[config.mk]
export PLATFORM = sky130hd
export DESIGN_NAME = modbus_meter_response_parser_core
export DESIGN_NICKNAME = d
export VERILOG_FILES = /design/src/mmrp_pkg.sv /design/src/mmrp_queue.sv /design/src/mmrp_front.sv /design/src/mmrp_back.sv /design/src/modbus_meter_response_parser_core.sv
export SDC_FILE = /design/constraint.sdc
export NUM_CORES = 1
export LEC_CHECK = 0
export ABC_AREA = 1
export ABC_CLOCK_PERIOD_IN_PS = 8350
export BUFFER_PORTS_ARGS = -buffer_cell sky130_fd_sc_hd__buf_4
export CORE_UTILIZATION = 32
export DETAILED_ROUTE_END_ITERATION = 8
export HOLD_SLACK_MARGIN = 0.1
export REMOVE_ABC_BUFFERS = 1
export SYNTH_ARGS = -nofsm -noshare
export SYNTH_HDL_FRONTEND = slang
export SYNTH_HIERARCHICAL = 1
export SYNTH_SLANG_ARGS = --single-unit
[constraint.sdc]
create_clock -name clk -period 8.35 [get_ports clk]
set_input_delay 0.4175 -clock clk [delete_from_list [all_inputs] [get_ports clk]]
set_output_delay 0.4175 -clock clk [all_outputs]
set_load 0.01 [all_outputs]
[src/mmrp_pkg.sv]
// Shared types, constants and the CRC-16 byte update for the reply parser.
`timescale 1ns / 1ps
package mmrp_pkg;

	// Frame layout and protocol constants.
	localparam int unsigned FRAME_LEN = 17;
	localparam int unsigned POS_SAT = 18;
	localparam int unsigned DATA_LEN = 12;
	localparam int unsigned HDR_LEN = 3;
	localparam logic [15:0] CRC_POLY = 16'hA001;
	localparam logic [15:0] CRC_INIT = 16'hFFFF;
	localparam logic [7:0] FUNC_READ_HOLDING = 8'h03;
	localparam logic [7:0] BYTE_COUNT = 8'd12;
	localparam logic [15:0] JOULES_PER_10WH = 16'd36000;
	localparam logic [7:0] DEV_ADDR_RESET = 8'd1;

	// Result status codes, checked in this order.
	typedef enum logic [2:0] {
		STATUS_OK,
		STATUS_CRC,
		STATUS_ADDR,
		STATUS_FUNC,
		STATUS_COUNT
	} status_t;

	// One classified frame, passed from the front to the back.
	typedef struct packed {
		status_t status;
		logic [DATA_LEN-1:0][7:0] data;
	} frame_t;

	// One finished result beat.
	typedef struct packed {
		status_t status;
		logic [15:0] voltage;
		logic [15:0] current;
		logic [31:0] power;
		logic [47:0] energy;
	} result_t;

	// CRC-16/MODBUS update over one byte, LSB first.
	function automatic logic [15:0] crc_byte(input logic [15:0] crc_in, input logic [7:0] b);
		logic [15:0] c;
		c = crc_in ^ {8'h00, b};
		for (int k = 0; k < 8; k++) begin
			if (c[0]) begin
				c = (c >> 1) ^ CRC_POLY;
			end else begin
				c = c >> 1;
			end
		end
		return c;
	endfunction

endpackage

[src/mmrp_queue.sv]
// Small first-in first-out queue used between the stages of the parser.
`timescale 1ns / 1ps
module mmrp_queue #(
	parameter int unsigned Width = 8,
	parameter int unsigned Depth = 2
) (
	input  logic             clk,
	input  logic             arst_n,
	input  logic             push,
	input  logic [Width-1:0] wdata,
	output logic             full,
	input  logic             pop,
	output logic [Width-1:0] rdata,
	output logic             empty
);
	localparam int unsigned PtrW = (Depth > 1) ? $clog2(Depth) : 1;
	localparam int unsigned CntW = $clog2(Depth + 1);

	logic [Width-1:0] mem_q [Depth];
	logic [PtrW-1:0] wr_ptr_q;
	logic [PtrW-1:0] rd_ptr_q;
	logic [CntW-1:0] count_q;
	logic do_push;
	logic do_pop;

	assign full = (count_q == CntW'(Depth));
	assign empty = (count_q == '0);
	assign do_push = push && !full;
	assign do_pop = pop && !empty;
	assign rdata = mem_q[rd_ptr_q];

	// Storage is written at the tail; no reset needed on payload.
	always_ff @(posedge clk) begin
		if (do_push) begin
			mem_q[wr_ptr_q] <= wdata;
		end
	end

	// Pointers and fill count.
	always_ff @(posedge clk or negedge arst_n) begin
		if (!arst_n) begin
			wr_ptr_q <= '0;
			rd_ptr_q <= '0;
			count_q <= '0;
		end else begin
			if (do_push) begin
				wr_ptr_q <= (wr_ptr_q == PtrW'(Depth - 1)) ? '0 : wr_ptr_q + 1'b1;
			end
			if (do_pop) begin
				rd_ptr_q <= (rd_ptr_q == PtrW'(Depth - 1)) ? '0 : rd_ptr_q + 1'b1;
			end
			if (do_push && !do_pop) begin
				count_q <= count_q + 1'b1;
			end else if (do_pop && !do_push) begin
				count_q <= count_q - 1'b1;
			end
		end
	end

endmodule

[src/mmrp_front.sv]
// Front end: takes received bytes, runs the CRC, captures fields, classifies frames.
`timescale 1ns / 1ps
module mmrp_front (
	input  logic            clk,
	input  logic            arst_n,
	input  logic            cfg_we,
	input  logic [7:0]      cfg_wdata,
	input  logic            accept,
	input  logic [7:0]      rx_byte,
	input  logic            frame_end,
	output logic            frame_push,
	output mmrp_pkg::frame_t frame_data
);
	import mmrp_pkg::*;

	logic [7:0] dev_addr_q;
	logic [15:0] crc_q;
	logic [4:0] pos_q;
	logic [7:0] addr_q;
	logic [7:0] func_q;
	logic [7:0] count_q;
	logic [DATA_LEN-1:0][7:0] data_q;

	logic [15:0] crc_next;
	logic [4:0] pos_next;
	logic [7:0] addr_cur;
	logic [7:0] func_cur;
	logic [7:0] count_cur;
	logic data_slot;
	logic [3:0] data_idx;
	status_t status;

	// Running CRC and saturating byte position.
	assign crc_next = crc_byte(crc_q, rx_byte);
	assign pos_next = (pos_q < 5'(POS_SAT)) ? pos_q + 5'd1 : pos_q;
	assign data_slot = (pos_q >= 5'(HDR_LEN)) && (pos_q < 5'(HDR_LEN + DATA_LEN));
	assign data_idx = 4'(pos_q - 5'(HDR_LEN));

	// Header fields as they stand after this byte is captured.
	assign addr_cur = (pos_q == 5'd0) ? rx_byte : addr_q;
	assign func_cur = (pos_q == 5'd1) ? rx_byte : func_q;
	assign count_cur = (pos_q == 5'd2) ? rx_byte : count_q;

	// Checks in order: length and CRC, address, function, byte count.
	always_comb begin
		if (pos_next != 5'(FRAME_LEN) || crc_next != 16'h0000) begin
			status = STATUS_CRC;
		end else if (addr_cur != dev_addr_q) begin
			status = STATUS_ADDR;
		end else if (func_cur != FUNC_READ_HOLDING) begin
			status = STATUS_FUNC;
		end else if (count_cur != BYTE_COUNT) begin
			status = STATUS_COUNT;
		end else begin
			status = STATUS_OK;
		end
	end

	assign frame_push = accept && frame_end;
	assign frame_data.status = status;
	assign frame_data.data = data_q;

	// Data bytes are written into their slots as they arrive; slots are not cleared between frames.
	always_ff @(posedge clk) begin
		if (accept && data_slot) begin
			data_q[data_idx] <= rx_byte;
		end
	end

	// Frame state; the end of a frame returns it to its start values.
	always_ff @(posedge clk or negedge arst_n) begin
		if (!arst_n) begin
			dev_addr_q <= DEV_ADDR_RESET;
			crc_q <= CRC_INIT;
			pos_q <= '0;
			addr_q <= '0;
			func_q <= '0;
			count_q <= '0;
		end else begin
			if (cfg_we) begin
				dev_addr_q <= cfg_wdata;
			end
			if (accept) begin
				if (frame_end) begin
					crc_q <= CRC_INIT;
					pos_q <= '0;
					addr_q <= '0;
					func_q <= '0;
					count_q <= '0;
				end else begin
					crc_q <= crc_next;
					pos_q <= pos_next;
					addr_q <= addr_cur;
					func_q <= func_cur;
					count_q <= count_cur;
				end
			end
		end
	end

endmodule

[src/mmrp_back.sv]
// Back end: turns a classified frame into meter values, including the energy scaling.
`timescale 1ns / 1ps
module mmrp_back (
	input  logic             clk,
	input  logic             arst_n,
	input  logic             frame_valid,
	input  mmrp_pkg::frame_t frame_data,
	output logic             frame_take,
	output logic             res_valid,
	output mmrp_pkg::result_t res_data,
	input  logic             res_ready
);
	import mmrp_pkg::*;

	logic valid_s1;
	result_t res_s1;
	logic move_s1;
	logic ok;
	logic [31:0] energy_raw;

	// The stage empties into the output queue whenever it has room.
	assign move_s1 = valid_s1 && res_ready;
	assign frame_take = frame_valid && (!valid_s1 || res_ready);
	assign res_valid = valid_s1;
	assign res_data = res_s1;

	assign ok = (frame_data.status == STATUS_OK);
	assign energy_raw = {frame_data.data[8], frame_data.data[9],
		frame_data.data[10], frame_data.data[11]};

	// Field extraction and the 32 by 16 multiply into joules.
	always_ff @(posedge clk) begin
		if (frame_take) begin
			res_s1.status <= frame_data.status;
			res_s1.voltage <= ok ? {frame_data.data[0], frame_data.data[1]} : '0;
			res_s1.current <= ok ? {frame_data.data[2], frame_data.data[3]} : '0;
			res_s1.power <= ok ? {frame_data.data[4], frame_data.data[5],
				frame_data.data[6], frame_data.data[7]} : '0;
			res_s1.energy <= ok ? (48'(energy_raw) * 48'(JOULES_PER_10WH)) : '0;
		end
	end

	// Stage occupancy.
	always_ff @(posedge clk or negedge arst_n) begin
		if (!arst_n) begin
			valid_s1 <= 1'b0;
		end else if (frame_take) begin
			valid_s1 <= 1'b1;
		end else if (move_s1) begin
			valid_s1 <= 1'b0;
		end
	end

endmodule

[src/modbus_meter_response_parser_core.sv]
// Top level of the reply parser: front end, frame queue, back end and result queue.
`timescale 1ns / 1ps
// Usage:
// Bytes of a reply frame enter on rx_byte with frame_end marking the last one;
// a beat is taken on a clock edge with push high and full low. One byte can be
// taken in every cycle while full is low. Each last byte makes exactly one result
// beat; other bytes make none. Results leave in order: while empty is low the oldest
// result is on status and the value ports, and a beat is taken when pop is high.
// Path: the result of a last byte passes through the frame queue, then the multiply
// stage, then the result queue, each of which holds it in registers.
// Throughput: one byte per cycle while full is low and one result per cycle while
// pop is high; the CRC byte update in the front end is combinational.
// When the receiver stalls, the result queue and then the frame queue fill;
// full rises once the frame queue has no room, and bytes wait.
// cfg_we writes cfg_wdata into the device address; write it only while idle.
// Reset (arst_n low) empties both queues, restarts frame capture and sets the
// device address to 1.
module modbus_meter_response_parser_core #(
	parameter int unsigned MidDepth = 2,
	parameter int unsigned OutDepth = 2
) (
	input  logic        clk,
	input  logic        arst_n,
	input  logic        cfg_we,
	input  logic [7:0]  cfg_wdata,
	input  logic        push,
	output logic        full,
	input  logic [7:0]  rx_byte,
	input  logic        frame_end,
	input  logic        pop,
	output logic        empty,
	output logic [2:0]  status,
	output logic [15:0] voltage_decivolts,
	output logic [15:0] current_centiamps,
	output logic [31:0] power_decawatts_tenth,
	output logic [47:0] energy_joules
);
	import mmrp_pkg::*;

	logic accept;
	logic frame_push;
	frame_t frame_in;
	frame_t frame_out;
	logic frame_empty;
	logic frame_take;
	logic res_valid;
	result_t res_in;
	result_t res_out;
	logic res_full;

	assign accept = push && !full;

	// Front end: byte capture and classification.
	mmrp_front u_front (
		.clk        (clk),
		.arst_n     (arst_n),
		.cfg_we     (cfg_we),
		.cfg_wdata  (cfg_wdata),
		.accept     (accept),
		.rx_byte    (rx_byte),
		.frame_end  (frame_end),
		.frame_push (frame_push),
		.frame_data (frame_in)
	);

	// Queue of classified frames between the two halves.
	mmrp_queue #(
		.Width ($bits(frame_t)),
		.Depth (MidDepth)
	) u_frame_q (
		.clk    (clk),
		.arst_n (arst_n),
		.push   (frame_push),
		.wdata  (frame_in),
		.full   (full),
		.pop    (frame_take),
		.rdata  (frame_out),
		.empty  (frame_empty)
	);

	// Back end: value extraction and energy scaling.
	mmrp_back u_back (
		.clk         (clk),
		.arst_n      (arst_n),
		.frame_valid (!frame_empty),
		.frame_data  (frame_out),
		.frame_take  (frame_take),
		.res_valid   (res_valid),
		.res_data    (res_in),
		.res_ready   (!res_full)
	);

	// Result queue facing the receiver.
	mmrp_queue #(
		.Width ($bits(result_t)),
		.Depth (OutDepth)
	) u_res_q (
		.clk    (clk),
		.arst_n (arst_n),
		.push   (res_valid),
		.wdata  (res_in),
		.full   (res_full),
		.pop    (pop),
		.rdata  (res_out),
		.empty  (empty)
	);

	assign status = res_out.status;
	assign voltage_decivolts = res_out.voltage;
	assign current_centiamps = res_out.current;
	assign power_decawatts_tenth = res_out.power;
	assign energy_joules = res_out.energy;

	// A shown result carries a defined status code.
	a_status_range: assert property (@(posedge clk) disable iff (!arst_n)
		!empty |-> (status <= 3'(STATUS_COUNT)))
		else $error("result status out of range");

	// A failed frame reports no values.
	a_fail_zero: assert property (@(posedge clk) disable iff (!arst_n)
		(!empty && status != 3'(STATUS_OK)) |->
		(voltage_decivolts == '0 && current_centiamps == '0 &&
		power_decawatts_tenth == '0 && energy_joules == '0))
		else $error("failed frame reports nonzero values");

	// A byte that ends no frame never fills the frame queue by itself.
	a_no_spurious: assert property (@(posedge clk) disable iff (!arst_n)
		(frame_empty && !(accept && frame_end)) |=> frame_empty)
		else $error("frame queued without a last byte");

endmodule

Word level (Yosys, flattened, before mapping). Memory sizes are Yosys's and may differ from the RTL's. Index checks and enable logic that the tools add are counted.

RAM bits: 428. Memories: 2. Output and inout port bits: 117. Bits of input ports: 22. Word-level logic and storage cells: 137. Flip-flop bits (word level): 273.

Memories: u_res_q.mem_q (depth 2, width 115, read ports 1, clocked after Yosys merged registers in 0, wr ports 1, RTL line mmrp_queue.sv:19) `logic [Width-1:0] mem_q [Depth];`; u_frame_q.mem_q (depth 2, width 99, read ports 1, clocked after Yosys merged registers in 0, wr ports 1, RTL line mmrp_queue.sv:19).

Add/sub/neg operators: 10. Multipliers: 1. Multiplexer cells: 38. Magnitude comparators: 5. Reduce and logical (&&, ||, !) cells: 33. Equal/unequal tests: 8. Bitwise operators: 9.

Operators with widths (count): 16-bit two-way mux (9); 96-bit bitwise mux (1); 8-bit two-way mux (7); 32-bit by 11-bit multiplier with 43-bit output (second input constant) (1); 8-bit demux with 4-bit select (1); 2-bit inverter with 3-bit output (8); 16-bit nonzero test (1); 16-bit by 8-bit bitwise XOR with 16-bit output (1); 1-bit logical AND (14); 3-bit two-way mux (4); 1-bit two-way mux (10); 5-bit two-way mux (2); 1-bit logical NOT (9); 2-bit two-way mux (4); 8-bit by 2-bit inequality test with 1-bit output (second input constant) (1); 8-bit by 4-bit inequality test with 1-bit output (second input constant) (1); 8-bit inequality test (1); 2-bit nonzero test (3); 5-bit by 1-bit adder with 5-bit output (second input constant) (1); 5-bit by 1-bit equality test with 1-bit output (second input constant) (1); 5-bit by 2-bit equality test with 1-bit output (second input constant) (1); 5-bit by 2-bit greater-or-equal comparator with 1-bit output (second input constant) (1); 5-bit logical NOT (1); 4-bit by 5-bit < comparator with 1-bit output (second input constant) (1); 12 further kinds (20).

Longest topological paths before layout.
Depth after elaboration: 20. Depth in mapped cells: 26. Mapped depth without buffers: 25.

Hierarchy. The synthesis kept the hierarchy.

Modules (own cells, without submodules): mmrp_back (seq. area each 3328.2 µm², cells an instance 1226, area each 10760.3 µm², times used 1); mmrp_queue at u_res_q (seq. area each 7006.7 µm², cells an instance 632, area each 8604.5 µm², times used 1); mmrp_queue at u_frame_q (seq. area each 6045.8 µm², cells an instance 548, area each 7422.1 µm², times used 1); mmrp_front (seq. area each 4230.3 µm², cells an instance 590, area each 6252.2 µm², times used 1); modbus_meter_response_parser_core (seq. area each 0.0 µm², cells an instance 4, area each 17.5 µm², times used 1).

Least setup slack after synthesis. OpenSTA, ideal clock, no wires.

Path kind: flip-flop to flip-flop. Start: register u_frame_q.count_q[0]. End: register u_frame_q.count_q[1]. Clock period less this slack: 7.796 ns. Required time: 8.233 ns. Path buffers: 0. Setup time: 0.117 ns. Setup slack: 0.554 ns. Cell stages (with the launch flop): 11. Arrival: 7.679 ns. Path through: dfrtp_1 nor2_1 inv_1 inv_1 a21oi_1 o21ai_0 ha_1 inv_1 nand3_1 nand2_1 nand2_1.

Elaborated cells between the ends (all ways): 18. Classes of those cells: add/sub (2); eq/ne (1); mux (2); reduce/logical (13).

RTL lines: from (decl) (RTL line mmrp_queue.sv:22) `logic [CntW-1:0] count_q;`; from (signal assigned) (RTL line mmrp_queue.sv:53) `count_q <= count_q + 1'b1;`; from (signal assigned) (RTL line mmrp_queue.sv:55) `count_q <= count_q - 1'b1;`; 2-bit logical NOT (*) (RTL line mmrp_queue.sv:27) `assign empty = (count_q == '0);`; via frame_empty (RTL line modbus_meter_response_parser_core.sv:44) `logic frame_empty;`; 1-bit logical NOT (*) (RTL line modbus_meter_response_parser_core.sv:85) `.frame_valid (!frame_empty),`; 1-bit logical AND (*) (RTL line mmrp_back.sv:23) `assign frame_take = frame_valid && (!valid_s1 || res_ready);`; via frame_take (RTL line modbus_meter_response_parser_core.sv:45) `logic frame_take;`; 1-bit logical AND (*) (RTL line mmrp_queue.sv:29) `assign do_pop = pop && !empty;`; 1-bit logical NOT (RTL line mmrp_queue.sv:52) `if (do_push && !do_pop) begin`; 1-bit logical AND (RTL line mmrp_queue.sv:52); 2-bit two-way mux / 2-bit nonzero test (equally long branches).

The timed path passes the listed nets; every way through them passes the cells marked *. The select of a mux whose other input is x is not followed. A chain may end at the register's enable or synchronous reset.

==> run metrics <==
unrepaired setup endpoints after global routing=no; DR DRC count=0; num rows=between 100 and 150; CTS Buffer Depth=3; Post-Layout Cell Count=about 4600; drt wl/cell=15.3 um; die area=between 0.1 and 0.15 mm^2; worst hold endpoint=u_front/frame_data[20]$_DFFE_PP_; Chip Width=about 320 um; dpl cell area=between 0.03 and 0.04 mm^2; yosys warns=6; Critical Path Source=u_frame_q/rd_ptr_q$_DFFE_PN0P_; # IOs=approximately 140; Setup Crit Path Kind=register to register; Final Cell Area=about 0.038 mm^2; R2R Path End=u_back/res_data[36]$_SDFFCE_PP0P_; Place WS=around 2.4 ns; gpl congestion=around 0.85; Final period util=a little under three quarters; htree depth=3; number of I/O port buffers=between 100 and 150; Final #Nets=roughly 3500; CP Launch Type=register; Reg2Reg Depth=20; GRT Util Overall=between 10% and 20%; max-slew violations=0; die span in y=~320 um; Syn Inst Count=3000; Layout fillers=between 9000 and 10000; Fmax achieved=between 150 and 200 MHz; via density per instance=around 4.4; Top FF cell, synth=edfxtp_1; share of the yosys chip area belonging to registers=62.4%; hold depth=1; number of different library cells in the post-synthesis netlist=42; DR pass1 iterations=6; Antenna Nets Post-Route=0; initial DRC count=about 1300; Inst Count DP=roughly 4500; max_cap viols=0; reg-to-reg slack, setup=roughly 2.4 ns; setup ws final=between 2 and 2.5 ns; clk_lat worst skew=~0.64 ns; Critical Path RT=8.73 ns; total wire length=roughly 70 mm; worst slew pin tran=1.11 ns; Clock Pin Slew Worst Setup and Hold Paths=approximately 0.060 ns; first-pass GRT wire length=110 mm; worst hold start=rx_byte[4]; area grow syn2layout=15.7%; Reg-to-Reg Start=u_frame_q/rd_ptr_q$_DFFE_PN0P_; Std-Cell Core Area=a little over 0.1 mm^2; vias post-DR=roughly 21000; Initial Util=32.4%; Setup violations, final=0; clock sinks=just under 700; setup TNS=0 ns; minimum clock period=5.97 ns; TritonCTS clock tree=built; share of flip-flops with an asynchronous set or reset=a little under 9%; crit-path max FO=78; Rel. slew slack=~26%; number of synthesized flops with an enable pin=634; hpwl dp=approximately 46 mm; CP endpoint kind=register; Mean Syn Cell Area=11.0 um^2; Syn Std Cell Area=around 0.033 mm^2; CTS Root Cell=clkbuf_16; GRT overflow=0; CTS resizes=0; initial antenna violation count=0; vias in the first global route=about 20000; HP Class=input port to register; Setup Skew=around 0.026 ns; ratio of cells with drive above 1 in the final layout=10.6%; Final Hold Fails=0; Num CTS Buffers=between 70 and 80; status=finished clean; largest net degree at the start of global routing=116; Synth Register Bits=approximately 700; worst path arrival time=approximately 6.4 ns
## layer usage
metal | vias up | global-route usage, % | part of all wire, %
li1 | 10200 | - | -
met1 | 9878 | 17.3 | 43
met2 | 384 | 24.0 | 50
met3 | 82 | 1.87 | 4.0
met4 | 0 | 4.18 | 2.1
met5 | - | 0 | 0
## through the flow
| step | hold slack (ns) | util, % |
|---|---|---|
| 3_3_place_gp | 0.421 | 34.9 |
| 2_1_floorplan | 0.122 | - |
| 6_report | 0.207 | 37.5 |
| 3_5_place_dp | 0.429 | 34.9 |
| 5_1_grt | 0.182 | 37.5 |
| 4_1_cts | 0.168 | 37.5 |
## timing repair
item                       4_1_cts  5_1_grt
setup endpoints to repair        0        0
hold buffers                    26        0
hold endpoints to repair        54        0
setup buffers                    0        0
## state kept, by name, indices dropped and copies added, names as in the netlist
register	cells
u_frame_q/count_q	2
u_frame_q/mem_q	198
u_back/res_valid	1
u_res_q/wr_ptr_q	1
u_front/crc_q	16
u_front/func_q	8
u_front/addr_q	8
u_res_q/count_q	2
u_frame_q/rd_ptr_q	1
u_front/dev_addr_q	8
u_front/frame_data	96
u_res_q/rd_ptr_q	1
u_front/count_q	8
u_front/pos_q	5
u_res_q/mem_q	230
u_back/res_data	110
u_frame_q/wr_ptr_q	1
## worst max path at each step
stage / to / slack [ns] / depth (start not counted)
global route: u_back/res_data[38]$_SDFFCE_PP0P_ / 2.01 / 23
finish: u_back/res_data[36]$_SDFFCE_PP0P_ / 2.38 / 20
floorplan: u_frame_q/count_q[1]$_DFFE_PN0P_ / 0.55 / 10
CTS: u_back/res_data[38]$_SDFFCE_PP0P_ / 2.39 / 20
detailed placement: u_back/res_data[43]$_SDFFCE_PP0P_ / 2.41 / 20
global placement: u_back/res_data[36]$_SDFFCE_PP0P_ / 2.39 / 20
## Yosys cell counts, types with 2 or more instances
master	n	share of area, %
edfxtp_1	634	58
buf_4	24	0.55
a21oi_2	2	0.053
fa_1	81	4.9
nor3_1	21	0.32
a22o_1	8	0.21
o21bai_1	5	0.11
nor3_2	2	0.061
ha_1	187	7.1
o22ai_1	18	0.34
and2_1	2	0.038
inv_1	385	4.4
clkbuf_1	17	0.19
buf_2	30	0.45
dfstp_2	17	1.4
nand2_2	17	0.32
nand3_2	8	0.24
xnor2_1	5	0.13
buf_6	7	0.24
o21ai_1	4	0.061
nand2_1	1066	12
nor2_4	2	0.068
o21a_1	2	0.045
nand3b_1	3	0.068
nand3_1	71	1.1
inv_2	3	0.034
a22oi_1	4	0.091
a21oi_1	61	0.92
dfrtp_1	45	3.4
nand4_1	18	0.34
o21ai_0	50	0.76
nor2_1	180	2.0
nor2_2	12	0.23
## cell families (layout without fill, tap and decap cells)
| group | count (synthesis) | in the layout | synth area share, % |
|---|---|---|---|
| AND/OR/NAND/NOR | 1404 | 1404 | 17.0 |
| flip-flops | 696 | 696 | 62.4 |
| buffers and inverters | 468 | 712 | 5.87 |
| adder cells (fa/ha/maj) | 268 | 268 | 12.0 |
| AO/OA/AOI/OAI | 157 | 157 | 2.68 |
| XOR/XNOR | 6 | 6 | 0.159 |
| other | 1 | 6 | 0.0113 |
## critical path, cell delays in order, from the launching register on
cell	delay, ns
dfrtp_2	0.71
buf_4	0.84
nand2_1	0.11
nand2_1	0.29
ha_1	0.29
ha_1	0.30
fa_1	0.51
fa_1	0.54
inv_1	0.05
fa_1	0.55
inv_1	0.05
ha_1	0.36
nand2_1	0.10
inv_1	0.08
nand2_1	0.07
nor2_1	0.19
nand4_1	0.19
nand3_2	0.18
nand2_1	0.09
a21oi_1	0.13
nor2_1	0.06
## final cells by class
class,instances,area [um^2],share of cell area (%)
Antenna cell,1,2.50,0.00654
Clock buffer,90,1910,4.99
Clock inverter,44,483,1.26
Inverter,390,1470,3.84
Multi-Input combinational cell,1840,10600,27.6
Sequential cell,696,20600,53.9
Tap cell,1368,1710,4.47
Timing Repair Buffer,188,1490,3.89
## placed cells by master, fill, tap and decap left out, types with 18 or more instances in the layout
cell type / n
nand4_1: 18
o22ai_1: 18
clkbuf_16: 73
edfxtp_1: 634
buf_4: 161
dfrtp_1: 43
ha_1: 187
inv_1: 383
o21ai_0: 50
nand3_1: 71
nand2_1: 1066
a21oi_1: 60
fa_1: 81
nor2_1: 178
dlygate4sd3_1: 26
Power is not shown: default switching activity piles up to over one toggle a cycle in this logic, so the estimate is an artifact.
